**src/rtl/cbspe_ram.sv**
```systemverilog
// ----------------------------------------------------------------------------
// cbspe_ram
// Generic single-write, single-read RAM with registered, enabled read.
// ----------------------------------------------------------------------------
module cbspe_ram #(
    parameter int WIDTH = 32,
    parameter int DEPTH = 16
) (
    input  logic                     aclk,
    input  logic                     wr_en,
    input  logic [$clog2(DEPTH)-1:0] wr_addr,
    input  logic [WIDTH-1:0]         wr_data,
    input  logic                     rd_en,
    input  logic [$clog2(DEPTH)-1:0] rd_addr,
    output logic [WIDTH-1:0]         rd_data
);

    logic [WIDTH-1:0] mem [DEPTH];
    logic [WIDTH-1:0] rd_data_reg;

    always_ff @(posedge aclk) begin
        if (wr_en) begin
            mem[wr_addr] <= wr_data;
        end
        // read-before-write on a same-address collision
        if (rd_en) begin
            rd_data_reg <= mem[rd_addr];
        end
    end

    assign rd_data = rd_data_reg;

endmodule

```
**config.mk**
```make
export PLATFORM = sky130hd
export DESIGN_NAME = cbspe_ram
export DESIGN_NICKNAME = d
export VERILOG_FILES = /design/src/rtl/cbspe_ram.sv
export SDC_FILE = /design/constraint.sdc
export NUM_CORES = 1
export LEC_CHECK = 0
export BUFFER_PORTS_ARGS = -buffer_cell sky130_fd_sc_hd__buf_2
export CAP_MARGIN = 20
export CORE_MARGIN = 8
export CORE_UTILIZATION = 50
export CTS_CLUSTER_SIZE = 40
export DETAILED_ROUTE_END_ITERATION = 8
export PLACE_DENSITY = 0.75
export RECOVER_POWER = 25
export SYNTH_ARGS = -nofsm -noshare
export SYNTH_HDL_FRONTEND = slang
export SYNTH_SLANG_ARGS = --single-unit
```
**constraint.sdc**
```tcl
create_clock -name aclk -period 6 [get_ports aclk]
set_clock_uncertainty 0.1 [all_clocks]
set_input_delay 0.6 -clock aclk [delete_from_list [all_inputs] [get_ports aclk]]
set_output_delay 0.6 -clock aclk [all_outputs]
set_load 0.02 [all_outputs]
```
Word level (Yosys, flattened, before mapping)
Memories as Yosys holds them, arrays and structs flattened. A register that Yosys moved wholly into a read port is not among the register bits.
Index checks and enable logic that the tools add are counted.
- input bits: 43
- word-level logic and storage cells: 3
- flip-flop bits (word level): 0
- memories kept: 1
- output and inout port bits: 32
- latch bits: 0
- memory bits (read-only): 0
- memory bits (writable): 512
- reduce and logical (&&, ||, !) cells: 0
- magnitude comparators: 0
- bitwise logic cells: 0
- shift-type cells: 0
- equal/unequal tests: 0
- multipliers: 0
- $add $sub $neg: 0
- div/mod/pow operators: 0
- multiplexer cells: 2
- memory list (memory ; words ; width ; rd ports ; clocked after memory_dff ; wr ports ; RTL line ; RTL):
    mem ; 16 ; 32 ; 1 ; 1 ; 1 ; 18 ; logic [WIDTH-1:0] mem [DEPTH];
- operators by type and width (cell ; number):
    $mux 1 ; 2

Logic depth before layout (Yosys ltp)
- depth after elaboration: 2
- gate-level depth with buffers: 5

Worst setup path after synthesis
OpenSTA, ideal clock, no wires.
- path kind: in2reg
- start point: input port wr_addr[2]
- end point: memory mem[0][0], enable pin
- data required time: 5439 ps
- library setup time: 461 ps
- arrival: 3318 ps
- slack: 2120 ps
- stages: 2
- path through: or3b_2 > nor3_1
- RTL lines (what ; RTL line ; RTL):
    start, declared ; 11 ; input logic [$clog2(DEPTH)-1:0] wr_addr,
    end, declared ; 18 ;
Straight into the memory's write port.

==> metrics.csv <==
metric;value;unit
kind of end point of the critical path;register;
total grt overflow;0;
gr usage total;18.17;%
Least-Margin Pin Slew;1.044;ns
Post-Synthesis Cell Area;20170;um2
setup TNS;0;ns
Worst Setup Start Kind;primary input;
top cells by area, synth;edfxtp_1 (81%), mux4_2 (14%), a22oi_1 (2.4%);
CTS Buffer Depth;3;
RSZ-0062 raised after global routing;no;
DRC violations left;0;
vias in the first global route;9657;
count of final setup violators;0;
DP HPWL;19900;um
Post-CTS Setup Inserts;0;
P_sw;1593;uW
Sw Ratio;20.34;%
GPL Wtd Cong;0.6849;
layout cells sized above 1;29.92;%
largest net degree at the start of global routing;74;
commonest non-fill, non-tap cell in the layout;edfxtp_1;
clock share of power;40.2;%
# hold bufs at CTS;0;
sequential share of the synthesized area;80.97;%
Largest register FFs;512;
initial antenna violation count;3;
max_slew headroom;30.41;%
Unique masters post-synth;17;
Max Fanout on Critical Path;73;
DRT Wirelength;42960;um
Pre-antenna DRT Iters;5;
initial DRC count;979;
most frequent cells in the layout;edfxtp_1 (544), mux4_2 (128), a22oi_1 (64);
max-cap viol count;0;
clock sink total;544;
HP Class;in2reg;
Yosys top cell area share;80.97;%
final critical-path share of the clock period;42.28;%
Multi-input gate area;3750;um2
number of vias per cell;6.121;
Filler cells;2850;
clock insertion delay at the later pin of the skew report;0.58;ns
cts repair resizes;0;
wire per inst;28.39;um
antenna-violating nets left;0;
Yosys warnings;0;
core area;39820;um2
crit path kind;in2reg;
Ports;75;
CTS tree;yes;
Logic pwr share;4.8;%
Final Max Tran Viols;0;
Starting Density;50.66;%
root buf cell;clkbuf_16;
via count of the routed design;9261;
register area;16340;um2
Die Ht;216.9;um
non-filler instance count after layout;1513;
Peak Freq;394.2;MHz
Data arrival, critical path;2.73;ns
I/O Buffers;74;
Placed Cells;1417;
first-pass GRT wire length;63310;um
Internal;6238;uW
Leak;0.007244;uW
Peak VDD IR;230.0;uV
Area Overhead vs Synth;13.64;%
width of the chip;216.9;um
Final Hold Vio Count;0;
power per cell area;341.6;nW/um2
full die area;47030;um2
FF+latch count, synth;544;
register share of total power;55.0;%
CTS Buf Count;52;
final worst path period need;2.537;ns
syn_nets;881;
Worst EP required;6.20;ns
CTS HTree Levels;2;
Yosys top cell by area;edfxtp_1;
Final Net Count;989;
outcome;complete, no violations;
Worst-path clk slew;0.06;ns
Row Count;73;
Post-Syn Area per Cell;24.07;um2
Synth Instances;838;
-- power by group through the flow --
stage,registers (uW),clock network (uW),logic (uW)
2_1_floorplan,4400,0,204
3_3_place_gp,4380,0,375
3_5_place_dp,4390,0,385
4_1_cts,4310,3200,387
5_1_grt,4310,3340,407
6_report,4310,3150,378
-- final timing paths --
| check | startpoint | to | slack, ns | depth (start not counted) |
|---|---|---|---|---|
| worst max-delay path | rd_addr[0] | rd_data[4] | 3.46 | 5 |
| worst min-delay path | wr_data[11] | mem[15][11] | 0.31 | 1 |
| worst max register to register | mem[11][16] | rd_data[16] | 4.36 | 3 |
| worst min register to register | mem[14][30] | rd_data[30] | 0.65 | 3 |
-- through the flow --
| step | hold WS, ns | worst slack [ns] | utilization, % | area, um2 | power (uW) |
|---|---|---|---|---|---|
| after global routing | 0.3161 | 3.271 | 57.56 | 22920 | 8055 |
| after floorplan | 0.5989 | 2.120 | - | 20170 | 4608 |
| final | 0.3083 | 3.463 | 57.57 | 22930 | 7831 |
| after detailed placement | 0.6299 | 2.812 | 53.54 | 21320 | 4770 |
| after global placement | 0.6273 | 2.833 | 53.49 | 21300 | 4755 |
| after CTS | 0.2665 | 3.398 | 57.62 | 22950 | 7896 |
-- layout make-up --
cell class / count / area share (%)
flip-flops and latches: 544 / 71.25
multi-input cells: 251 / 16.36
clock buffers: 68 / 5.938
well taps: 525 / 2.865
repair buffers: 97 / 2.412
clock inverters: 26 / 1.152
diodes: 2 / 0.02183
-- logic make-up after synthesis --
| logic type | count (synthesis) | share of synthesized area [%] |
|---|---|---|
| AND/OR/NAND/NOR | 59 | 1.253 |
| AO/OA/AOI/OAI | 64 | 2.382 |
| buffers and inverters | 43 | 1.104 |
| flip-flops | 544 | 80.97 |
| multiplexers | 128 | 14.29 |
-- critical path, stage by stage --
cell	delay [ns]
clkbuf_8	0.66
buf_12	0.48
mux4_2	0.56
a22oi_1	0.25
nand2_1	0.09
-- synthesized netlist by cell type --
library cell,count
clkbuf_1,17
and2_1,1
buf_1,9
nor3_1,4
or3b_2,1
buf_6,2
a22oi_1,64
nand3b_1,2
buf_4,11
nand2b_1,2
nand3_1,1
nor2_1,13
mux4_2,128
edfxtp_1,544
buf_2,4
nand2_1,33
nor2b_1,2
-- routing by layer --
metal | routed length [um] | GRT usage [%]
met1 | 16770 | 25.11
met2 | 21160 | 29.19
met3 | 4052 | 4.119
met4 | 960 | 4.847
met5 | 20 | 0.4162
Power figures use the tool's default switching activity.
